[config.mk]
export PLATFORM = sky130hd
export DESIGN_NAME = integer_to_radix_ascii
export DESIGN_NICKNAME = d
export VERILOG_FILES = /design/src/hw/rtl/i2ra_pkg.sv /design/src/hw/rtl/i2ra_datapath.sv /design/src/hw/rtl/i2ra_ctrl.sv /design/src/hw/rtl/integer_to_radix_ascii.sv
export SDC_FILE = /design/constraint.sdc
export NUM_CORES = 2
export LEC_CHECK = 0
export BUFFER_PORTS_ARGS = -buffer_cell sky130_fd_sc_hd__buf_2
export CAP_MARGIN = 20
export CORE_ASPECT_RATIO = 1.75
export CORE_MARGIN = 2
export CORE_UTILIZATION = 65
export CTS_CLUSTER_DIAMETER = 30
export DETAILED_ROUTE_END_ITERATION = 8
export PLACE_DENSITY = 0.89
export RECOVER_POWER = 50
export SLEW_MARGIN = 30
export SYNTH_ARGS = -nofsm -noshare
export SYNTH_HDL_FRONTEND = slang
export SYNTH_SLANG_ARGS = --single-unit
[constraint.sdc]
create_clock -name clock -period 18.05 [get_ports clock]
set_clock_uncertainty 0.1 [all_clocks]
set_input_delay 1.805 -clock clock [delete_from_list [all_inputs] [get_ports clock]]
set_output_delay 1.805 -clock clock [all_outputs]
set_load 0.02 [all_outputs]
[src/hw/rtl/i2ra_pkg.sv]
// Shared constants, types and helper functions for the integer to radix ASCII converter.
`default_nettype none

package i2ra_pkg;

   localparam int VALUE_WIDTH = 32;
   localparam int COUNT_WIDTH = $clog2(VALUE_WIDTH + 1);
   localparam int INDEX_WIDTH = $clog2(VALUE_WIDTH);
   localparam int PROD_WIDTH  = 2 * VALUE_WIDTH;

   // floor(x / 10) == (x * RECIP_TEN) >> RECIP_SHIFT for every 32-bit x
   localparam logic [VALUE_WIDTH-1:0] RECIP_TEN   = 32'hCCCC_CCCD;
   localparam int                     RECIP_SHIFT = 35;
   localparam int                     QUOT_WIDTH  = PROD_WIDTH - RECIP_SHIFT;

   localparam logic [1:0] RADIX_BIN = 2'd0;
   localparam logic [1:0] RADIX_OCT = 2'd1;
   localparam logic [1:0] RADIX_DEC = 2'd2;
   localparam logic [1:0] RADIX_HEX = 2'd3;

   localparam logic [7:0] ASCII_ZERO   = 8'd48;
   localparam logic [7:0] ASCII_LETTER = 8'd55;
   localparam logic [7:0] ASCII_B      = 8'd98;
   localparam logic [7:0] ASCII_O      = 8'd111;
   localparam logic [7:0] ASCII_X      = 8'd120;

   typedef enum logic [2:0] {
      ST_IDLE,
      ST_MUL,
      ST_STEP,
      ST_PFX0,
      ST_PFX1,
      ST_POP
   } state_type;

   typedef struct packed {
      logic load;
      logic mul;
      logic step;
      logic pfx0;
      logic pfx1;
      logic pop;
   } cmd_type;

   typedef struct packed {
      logic is_decimal;
      logic has_prefix;
      logic div_done;
      logic stack_one;
      logic out_free;
   } status_type;

   function automatic logic [7:0] prefix_letter(input logic [1:0] sel);
      logic [7:0] c;
      case (sel)
         RADIX_BIN: c = ASCII_B;
         RADIX_OCT: c = ASCII_O;
         RADIX_HEX: c = ASCII_X;
         default:   c = ASCII_ZERO;
      endcase
      return c;
   endfunction

   function automatic logic [7:0] digit_char(input logic [3:0] d);
      logic [7:0] c;
      if (d <= 4'd9) begin
         c = ASCII_ZERO + {4'd0, d};
      end else begin
         c = ASCII_LETTER + {4'd0, d};
      end
      return c;
   endfunction

endpackage

`default_nettype wire

[src/hw/rtl/i2ra_datapath.sv]
// Datapath: magnitude register, digit extraction, digit stack and output register.
`default_nettype none

module i2ra_datapath (
   input  wire                                    clock,
   input  wire                                    reset,
   input  wire logic [i2ra_pkg::VALUE_WIDTH-1:0]  req_value,
   input  wire logic [1:0]                        req_radix_select,
   input  wire i2ra_pkg::cmd_type                 cmd,
   output i2ra_pkg::status_type                   status,
   output logic                                   rsp_valid,
   input  wire                                    rsp_ready,
   output logic [7:0]                             rsp_ascii_char,
   output logic                                   rsp_last
);
   import i2ra_pkg::*;

   logic [VALUE_WIDTH-1:0] mag_ff, mag_in;
   logic [1:0]             sel_ff;
   logic [PROD_WIDTH-1:0]  prod_ff;
   logic [COUNT_WIDTH-1:0] count_ff, count_in;
   logic [3:0]             stack_ff [VALUE_WIDTH];
   logic                   valid_ff, valid_in;
   logic [7:0]             char_ff, char_in;
   logic                   last_ff, last_in;

   logic [VALUE_WIDTH-1:0] load_mag;
   logic [VALUE_WIDTH-1:0] next_mag;
   logic [3:0]             digit;
   logic [QUOT_WIDTH-1:0]  quot;
   logic [VALUE_WIDTH-1:0] quot_ext;
   logic [VALUE_WIDTH-1:0] tens;
   logic [VALUE_WIDTH-1:0] rem;
   logic [COUNT_WIDTH-1:0] count_dec;
   logic                   out_free;
   logic                   push_ok;

   assign load_mag = req_value[VALUE_WIDTH-1] ? (~req_value + 1'b1) : req_value;

   assign quot     = prod_ff[PROD_WIDTH-1:RECIP_SHIFT];
   assign quot_ext = {{(VALUE_WIDTH-QUOT_WIDTH){1'b0}}, quot};
   assign tens     = (quot_ext << 3) + (quot_ext << 1);
   assign rem      = mag_ff - tens;

   always_comb begin
      case (sel_ff)
         RADIX_BIN: begin
            digit    = {3'd0, mag_ff[0]};
            next_mag = mag_ff >> 1;
         end
         RADIX_OCT: begin
            digit    = {1'b0, mag_ff[2:0]};
            next_mag = mag_ff >> 3;
         end
         RADIX_HEX: begin
            digit    = mag_ff[3:0];
            next_mag = mag_ff >> 4;
         end
         default: begin
            digit    = rem[3:0];
            next_mag = quot_ext;
         end
      endcase
   end

   assign count_dec = count_ff - 1'b1;
   assign out_free  = !valid_ff || rsp_ready;
   assign push_ok   = count_ff < COUNT_WIDTH'(VALUE_WIDTH);

   always_comb begin
      mag_in   = mag_ff;
      count_in = count_ff;
      if (cmd.load) begin
         mag_in   = load_mag;
         count_in = '0;
      end else if (cmd.step) begin
         mag_in = next_mag;
         if (push_ok) begin
            count_in = count_ff + 1'b1;
         end
      end else if (cmd.pop) begin
         count_in = count_dec;
      end
   end

   always_comb begin
      valid_in = valid_ff && !rsp_ready;
      char_in  = char_ff;
      last_in  = last_ff;
      if (cmd.pfx0) begin
         valid_in = 1'b1;
         char_in  = ASCII_ZERO;
         last_in  = 1'b0;
      end else if (cmd.pfx1) begin
         valid_in = 1'b1;
         char_in  = prefix_letter(sel_ff);
         last_in  = 1'b0;
      end else if (cmd.pop) begin
         valid_in = 1'b1;
         char_in  = digit_char(stack_ff[count_dec[INDEX_WIDTH-1:0]]);
         last_in  = (count_ff == COUNT_WIDTH'(1));
      end
   end

   always_ff @(posedge clock) begin
      if (reset) begin
         count_ff <= '0;
         valid_ff <= 1'b0;
      end else begin
         count_ff <= count_in;
         valid_ff <= valid_in;
      end
   end

   always_ff @(posedge clock) begin
      mag_ff  <= mag_in;
      char_ff <= char_in;
      last_ff <= last_in;
      if (cmd.load) begin
         sel_ff <= req_radix_select;
      end
      if (cmd.mul) begin
         prod_ff <= mag_ff * RECIP_TEN;
      end
      if (cmd.step && push_ok) begin
         stack_ff[count_ff[INDEX_WIDTH-1:0]] <= digit;
      end
   end

   assign status.is_decimal = (sel_ff == RADIX_DEC);
   assign status.has_prefix = (sel_ff != RADIX_DEC);
   assign status.div_done   = (next_mag == '0);
   assign status.stack_one  = (count_ff == COUNT_WIDTH'(1));
   assign status.out_free   = out_free;

   assign rsp_valid      = valid_ff;
   assign rsp_ascii_char = char_ff;
   assign rsp_last       = last_ff;

   a_count_range: assert property (@(posedge clock) disable iff (reset)
      count_ff <= COUNT_WIDTH'(VALUE_WIDTH))
      else $error("digit count beyond stack depth");

   a_emit_free: assert property (@(posedge clock) disable iff (reset)
      (cmd.pfx0 || cmd.pfx1 || cmd.pop) |-> out_free)
      else $error("character emitted over an untaken transaction");

   a_pop_nonempty: assert property (@(posedge clock) disable iff (reset)
      cmd.pop |-> (count_ff != '0))
      else $error("pop from empty digit stack");

   a_load_clears: assert property (@(posedge clock) disable iff (reset)
      cmd.load |=> (count_ff == '0))
      else $error("digit count not cleared on new transaction");

endmodule

`default_nettype wire

[src/hw/rtl/i2ra_ctrl.sv]
// Controller state machine sequencing division, prefix and digit pops.
`default_nettype none

module i2ra_ctrl (
   input  wire                        clock,
   input  wire                        reset,
   input  wire                        req_valid,
   output logic                       req_ready,
   input  wire i2ra_pkg::status_type  status,
   output i2ra_pkg::cmd_type          cmd
);
   import i2ra_pkg::*;

   state_type state_ff, state_in;

   always_ff @(posedge clock) begin
      if (reset) begin
         state_ff <= ST_IDLE;
      end else begin
         state_ff <= state_in;
      end
   end

   always_comb begin
      state_in = state_ff;
      case (state_ff)
         ST_IDLE: begin
            if (req_valid) begin
               state_in = ST_MUL;
            end
         end
         ST_MUL: begin
            state_in = ST_STEP;
         end
         ST_STEP: begin
            if (!status.div_done) begin
               state_in = status.is_decimal ? ST_MUL : ST_STEP;
            end else begin
               state_in = status.has_prefix ? ST_PFX0 : ST_POP;
            end
         end
         ST_PFX0: begin
            if (status.out_free) begin
               state_in = ST_PFX1;
            end
         end
         ST_PFX1: begin
            if (status.out_free) begin
               state_in = ST_POP;
            end
         end
         ST_POP: begin
            if (status.out_free && status.stack_one) begin
               state_in = ST_IDLE;
            end
         end
         default: begin
            state_in = ST_IDLE;
         end
      endcase
   end

   always_comb begin
      cmd       = '0;
      req_ready = 1'b0;
      case (state_ff)
         ST_IDLE: begin
            req_ready = 1'b1;
            cmd.load  = req_valid;
         end
         ST_MUL: begin
            cmd.mul = 1'b1;
         end
         ST_STEP: begin
            cmd.step = 1'b1;
         end
         ST_PFX0: begin
            cmd.pfx0 = status.out_free;
         end
         ST_PFX1: begin
            cmd.pfx1 = status.out_free;
         end
         ST_POP: begin
            cmd.pop = status.out_free;
         end
         default: begin
            cmd = '0;
         end
      endcase
   end

endmodule

`default_nettype wire

[src/hw/rtl/integer_to_radix_ascii.sv]
// Top level: signed integer to ASCII string of its magnitude (no sign character) in base 2, 8, 10 or 16.
//
//  channel  | ports                                 | direction
//  ---------+---------------------------------------+----------
//  request  | req_valid/ready, value, radix_select  | in
//  response | rsp_valid/ready, ascii_char, last     | out
//
// One request transaction yields a run of response transactions, the last flagged.
// Digits: bases 2, 8, 16 shift one digit per ST_STEP; base 10 alternates ST_MUL (multiply
// by reciprocal) and ST_STEP (subtract). Then characters leave at one per cycle while
// the output register is free.
// Synchronous active-high reset clears the controller, digit count and output valid.
// Response stalls hold the controller; a new request is taken while the last
// character still waits in the output register.
`default_nettype none

module integer_to_radix_ascii (
   input  wire                                    clock,
   input  wire                                    reset,
   input  wire                                    req_valid,
   output logic                                   req_ready,
   input  wire logic [i2ra_pkg::VALUE_WIDTH-1:0]  req_value,
   input  wire logic [1:0]                        req_radix_select,
   output logic                                   rsp_valid,
   input  wire                                    rsp_ready,
   output logic [7:0]                             rsp_ascii_char,
   output logic                                   rsp_last
);
   import i2ra_pkg::*;

   cmd_type    cmd;
   status_type status;

   i2ra_ctrl u_ctrl (
      .clock     (clock),
      .reset     (reset),
      .req_valid (req_valid),
      .req_ready (req_ready),
      .status    (status),
      .cmd       (cmd)
   );

   i2ra_datapath u_datapath (
      .clock            (clock),
      .reset            (reset),
      .req_value        (req_value),
      .req_radix_select (req_radix_select),
      .cmd              (cmd),
      .status           (status),
      .rsp_valid        (rsp_valid),
      .rsp_ready        (rsp_ready),
      .rsp_ascii_char   (rsp_ascii_char),
      .rsp_last         (rsp_last)
   );

endmodule

`default_nettype wire

==> results of run 1 <==
## through the flow
step | area (um2) | cells | setup WS [ns]
floorplan | 26800 | 2384 | 11.09
global placement | 27600 | 2937 | 9.38
detailed placement | 27600 | 2937 | 9.38
CTS | 28500 | 2985 | 9.30
## logic make-up after synthesis
kind of cell | synth area share
fa+ha+maj | 0.455
buf+inv | 0.0882
simple gates | 0.0576
compound gates | 0.0722
flops | 0.228
xor+xnor | 0.0385
mux | 0.0605
other cells | 0.000140
## synth_stat cells (4+ instances only)
| cell type | instances | area share |
|---|---|---|
| nor4_1 | 13 | 0.0030 |
| a21boi_0 | 4 | 0.0011 |
| or3_1 | 9 | 0.0021 |
| nand3_1 | 26 | 0.0049 |
| a311oi_1 | 4 | 0.0013 |
| nor2_1 | 101 | 0.014 |
| and3_1 | 7 | 0.0016 |
| fa_1 | 387 | 0.29 |
| inv_1 | 562 | 0.079 |
| nand4_1 | 16 | 0.0037 |
| o21ai_0 | 54 | 0.010 |
| clkbuf_1 | 40 | 0.0056 |
| xor2_1 | 72 | 0.024 |
| mux4_2 | 68 | 0.057 |
| nand3b_1 | 6 | 0.0017 |
| nand2_1 | 77 | 0.011 |
| xnor2_1 | 42 | 0.014 |
| o21bai_1 | 10 | 0.0028 |
| mux2i_1 | 5 | 0.0019 |
| o31ai_1 | 13 | 0.0036 |
| buf_4 | 4 | 0.0011 |
| a31oi_1 | 10 | 0.0023 |
| dfxtp_1 | 18 | 0.013 |
| edfxtp_1 | 191 | 0.21 |
| o211ai_1 | 6 | 0.0017 |
| nand2b_1 | 8 | 0.0019 |
| buf_1 | 4 | 0.00056 |
| buf_2 | 9 | 0.0017 |
| a21o_1 | 39 | 0.011 |
| and2_1 | 12 | 0.0028 |
| ha_1 | 354 | 0.17 |
| a21oi_1 | 112 | 0.021 |
| a221oi_1 | 6 | 0.0020 |
| o21a_1 | 4 | 0.0011 |
| nor2b_1 | 10 | 0.0023 |
| nor3_1 | 17 | 0.0032 |
| a211oi_1 | 11 | 0.0031 |
| or4_1 | 5 | 0.0014 |
## metal layers
metal | track usage | overflow
met5 | 0.00232 | 0
met3 | 0.214 | 0
met4 | 0.583 | 8
met2 | 0.819 | 4
met1 | 0.486 | 0
==> results by group, run 1 <==
Floorplanning
  • Initial core utilization: 0.657
  • IO Pins: 49
  • Die height: 272 um
  • # rows: 98
  • Die W: between 150 and 200 um

Placed design
  • Hpwl dp: between 80 and 90 mm
  • Buffers on Ports: between 40 and 50
  • RD Place Congestion: around 1.1

Logic synthesis
  • Mapped Nets: roughly 3200
  • Share of async-settable or async-resettable flops after synthesis: 0
  • Warnings, synthesis: 0
  • EDFF count, synth: approximately 190
  • Synth Flop Type: edfxtp_1
  • Yosys cell types: 74
  • Sequential area share after synthesis: 0.228
  • Synthesized area per cell: about 11 um2
  • Mapped cell area: 26800 um2
  • Post-synthesis register bit count: ~210
  • Synth Instances: approximately 2400

Global route
  • Grt ovf: 12
  • Gr usage total: 0.526
  • Vias in the first global route: around 23000
  • First-pass GRT wire length: 157 mm
  • Largest net degree at the start of global routing: 53

Clock network
  • Post-CTS Hold Buffers: 0
  • CTS root buf: clkbuf_16
  • Post-CTS resize count: 0
  • Sink Count: approximately 210
  • Total setup buffers inserted after CTS: 0
  • CTS Buf Count: 26
  • H-tree depth: 1
  • CTS max path bufs: 3

Run status
  • First error: [ERROR GRT-0116] Global routing finished with congestion. Check the congestion regions in the DRC Viewer.
  • Failed at: global routing (5_1_grt)
  • Status: stopped before the end
==> run 2: changes to the inputs <==
--- a/config.mk
+++ b/config.mk
@@ -7,12 +7,10 @@
 export LEC_CHECK = 0
 export BUFFER_PORTS_ARGS = -buffer_cell sky130_fd_sc_hd__buf_2
 export CAP_MARGIN = 20
-export CORE_ASPECT_RATIO = 1.75
 export CORE_MARGIN = 2
-export CORE_UTILIZATION = 65
-export CTS_CLUSTER_DIAMETER = 30
+export CORE_UTILIZATION = 40
 export DETAILED_ROUTE_END_ITERATION = 8
-export PLACE_DENSITY = 0.89
+export PLACE_DENSITY_LB_ADDON = 0.15
 export RECOVER_POWER = 50
 export SLEW_MARGIN = 30
 export SYNTH_ARGS = -nofsm -noshare
==> run 2 against run 1 <==
The flow now finishes, with violations (max-capacitance violations, max-slew violations). Area after synthesis unchanged. Synthesized cell count unchanged.
==> results by group, run 2 <==
STA
  • Fmax achieved: between 100 and 150 MHz
  • Tmin final: just under 9 ns
  • Final Hold Viols: 0
  • Tightest Pin Transition: just over 3 ns
  • Final Setup Violations: 0
  • RSZ-0062 raised after global routing: no
  • Slew HR: -1.08
  • Final Cycle Share: 0.486
  • Setup TNS: 0 ns
  • Max-slew violations: ~170

Logic synthesis
  • Share of async-settable or async-resettable flops after synthesis: 0 (unchanged)
  • Synthesized area per cell: 11.2 um2 (unchanged)
  • Synth area leaders: fa_1 29%, edfxtp_1 21%, ha_1 17%
  • Mapped cell area: 26800 um2 (unchanged)
  • Yosys cell types: 74 (unchanged)
  • EDFF count, synth: 191 (unchanged)
  • Warnings, synthesis: 0 (unchanged)
  • Top cell type's share of synthesized area: 0.290 (unchanged)
  • Top post-synthesis cells by count: 562 x inv_1, 387 x fa_1, 354 x ha_1
  • Synth Instances: 2384 (unchanged)
  • Largest area contributor in the netlist: fa_1
  • Post-synthesis register bit count: 209 (unchanged)
  • Synth Flop Type: edfxtp_1
  • Most numerous cell in the Yosys netlist: inv_1
  • Mapped Nets: 3163 (unchanged)
  • Sequential area share after synthesis: 0.228 (unchanged)

Drt
  • Pre-antenna DRT Iters: 5
  • Metal2 WL: 36.9 mm
  • Max layer used: met5
  • DR WL met3: between 6 and 7 mm
  • Wire length per cell: ~25 um
  • ANT nets after route: 0
  • Vias/cell: 5.43
  • Drt total wl: 82.8 mm
  • Violation count after the first detailed-routing iteration: about 1300
  • Routed length on met1: roughly 37 mm
  • Vias post-DR: about 18000
  • Drt drc: 0

Layout
  • Post-layout util: 0.434
  • Commonest non-fill, non-tap cells in the layout: 561 x inv_1, 387 x fa_1, 354 x ha_1
  • Fin area: ~29000 um2
  • Nets: between 3000 and 4000
  • Layout cell share with drive strength beyond 1: 0.0725
  • Most common cell after layout, fill and taps aside: inv_1
  • P&R area growth vs syn: 7.03%
  • Max FFs per register: roughly 130

Global route
  • Vias in the first global route: around 19000
  • Largest net degree at the start of global routing: 60
  • Gr usage total: 0.246
  • Initial antenna violation count: 4
  • Grt ovf: 0
  • First-pass GRT wire length: between 100 and 150 mm

Setup path
  • Slack of the worst reg-to-reg path: roughly 9.3 ns
  • Worst endpoint required time: around 18 ns
  • Critical Path Sink Type: flop
  • Critical path depth: 21
  • CP Cell Sequence: ha_1 > inv_1 > fa_1 > inv_1 > fa_1 > inv_1 > fa_1 > inv_1 > fa_1 > fa_1 > fa_1 > fa_1 > ha_1 > a21oi_1 > a21boi_0 > a311oi_1 > nand2_1 > o21ai_0 > o21ai_0 > o21ai_0 > xnor2_1
  • Reg2Reg Depth: 21
  • Worst setup endpoint: u_datapath.prod_ff[56]$_DFFE_PP_
  • Crit-path leading delay family: adder cells
  • Critical path class: reg -> reg
  • Worst r2r dst: u_datapath.prod_ff[56]$_DFFE_PP_
  • CP Launch Type: flop
  • Most used cell, CP: fa_1
  • Worst EP arrival: approximately 8.9 ns
  • Bufs and invs on worst path: 4
  • Max FO, Critical Path: 8
  • Launch point of the worst path: u_datapath.mag_ff[16]$_DFFE_PP_
  • Reg2Reg Launch Point: u_datapath.mag_ff[16]$_DFFE_PP_
  • Critical-path top delay cell: a311oi_1
  • Max stage delay on crit path: 0.80 ns

Clock network
  • CTS tree: yes
  • Clock Latency Late Sink: 0.54 ns
  • CTS root buf: clkbuf_16
  • Post-CTS resize count: 0 (unchanged)
  • Total setup buffers inserted after CTS: 0 (unchanged)
  • Sink Count: 209 (unchanged)
  • CTS clock-pin slew for the worst setup and hold paths: around 0.070 ns
  • CTS max path bufs: 3 (unchanged)
  • H-tree depth: 1 (unchanged)
  • Post-CTS Hold Buffers: 0 (unchanged)
  • CTS Buf Count: 22 (-15%)

Floorplanning
  • # rows: 94 (-4.1%)
  • Die height: 263 um (-3.6%)
  • Initial core utilization: 0.406 (-0.252)
  • Core area: about 66000 um2
  • Die W: 263 um (+67%)
  • IO Pins: 49 (unchanged)
  • Die area: ~69000 um2

Placed design
  • RD Place Congestion: 0.984 (-12%)
  • Buffers on Ports: 47 (unchanged)
  • Hpwl dp: 71.3 mm (-11%)
  • Placed Instance Area: 28000 um2 (+1.5%)

Job
  • Number of max-cap violations: 5

Run status
  • Failing checks: max-capacitance violations, max-slew violations
  • Status: finished with violations

Min path
  • Hold Crit Class: reg -> reg
==> run 2: cell counts after synthesis <==
No cell type changed its count.
==> run 2: per-layer routing <==
layer / track usage / up-vias
met4: 0.0558 / 4
met5: 0 / -
met1: 0.348 / 9194
met2: 0.382 / 627
met3: 0.0614 / 107
li1: - / 7977
==> run 2: cells by family after synthesis <==
kind of cell	share of synthesized area
DFF	0.228
other	0.000140
adders and majority gates	0.455
xor gates and xnor gates	0.0385
muxes	0.0605
AOI/OAI and AO/OA	0.0722
buffers and inverters	0.0882
and+or+nand+nor	0.0576
==> run 2: worst register-to-register path, stage by stage (launching register included) <==
cell and delay (ns):
edfxtp_1 0.68, ha_1 0.60, inv_1 0.21, fa_1 0.55
inv_1 0.07, fa_1 0.55, inv_1 0.09, fa_1 0.53
inv_1 0.06, fa_1 0.57, fa_1 0.47, fa_1 0.55
fa_1 0.42, ha_1 0.44, a21oi_1 0.36, a21boi_0 0.14
a311oi_1 0.80, nand2_1 0.11, o21ai_0 0.55, o21ai_0 0.31
o21ai_0 0.27, xnor2_1 0.10
==> run 2: cell type report <==
cell class	instances	area, um2
fill	6292	37300
multi-input combinational	1555	18300
sequential	209	6100
inverter	562	2110
tap	864	1080
clock buffer	27	569
timing repair buffer	63	324
clock inverter	13	133
antenna	3	7.51
==> run 2: how the worst min path moves through the flow <==
| stage | endpoint | cells past startpoint | slack, ns | from |
|---|---|---|---|---|
| after global placement | u_datapath.rsp_last$_SDFFE_PP0P_ | 2 | 0.34 | u_datapath.rsp_last$_SDFFE_PP0P_ |
| after global routing | u_datapath.rsp_last$_SDFFE_PP0P_ | 2 | 0.38 | u_datapath.rsp_last$_SDFFE_PP0P_ |
| after CTS | u_datapath.rsp_last$_SDFFE_PP0P_ | 2 | 0.36 | u_datapath.rsp_last$_SDFFE_PP0P_ |
| final | u_datapath.rsp_last$_SDFFE_PP0P_ | 2 | 0.36 | u_datapath.rsp_last$_SDFFE_PP0P_ |
| after floorplan | u_datapath.count_ff[5]$_SDFFE_PP0P_ | 2 | 0.40 | u_datapath.count_ff[5]$_SDFFE_PP0P_ |
| after detailed placement | u_datapath.rsp_last$_SDFFE_PP0P_ | 2 | 0.35 | u_datapath.rsp_last$_SDFFE_PP0P_ |
==> run 2: per-stage QoR <==
stage	worst slack (ns)	cells	hold WS [ns]
after global placement	9.51	3253	0.344
after detailed placement	9.52	3253	0.351
final	9.29	3296	0.356
after CTS	9.49	3293	0.362
after floorplan	11.09	2384	0.399
after global routing	9.16	3293	0.378
Power of run 2 is not shown: default switching activity piles up to over one toggle a cycle in this logic, so the estimate is an artifact.
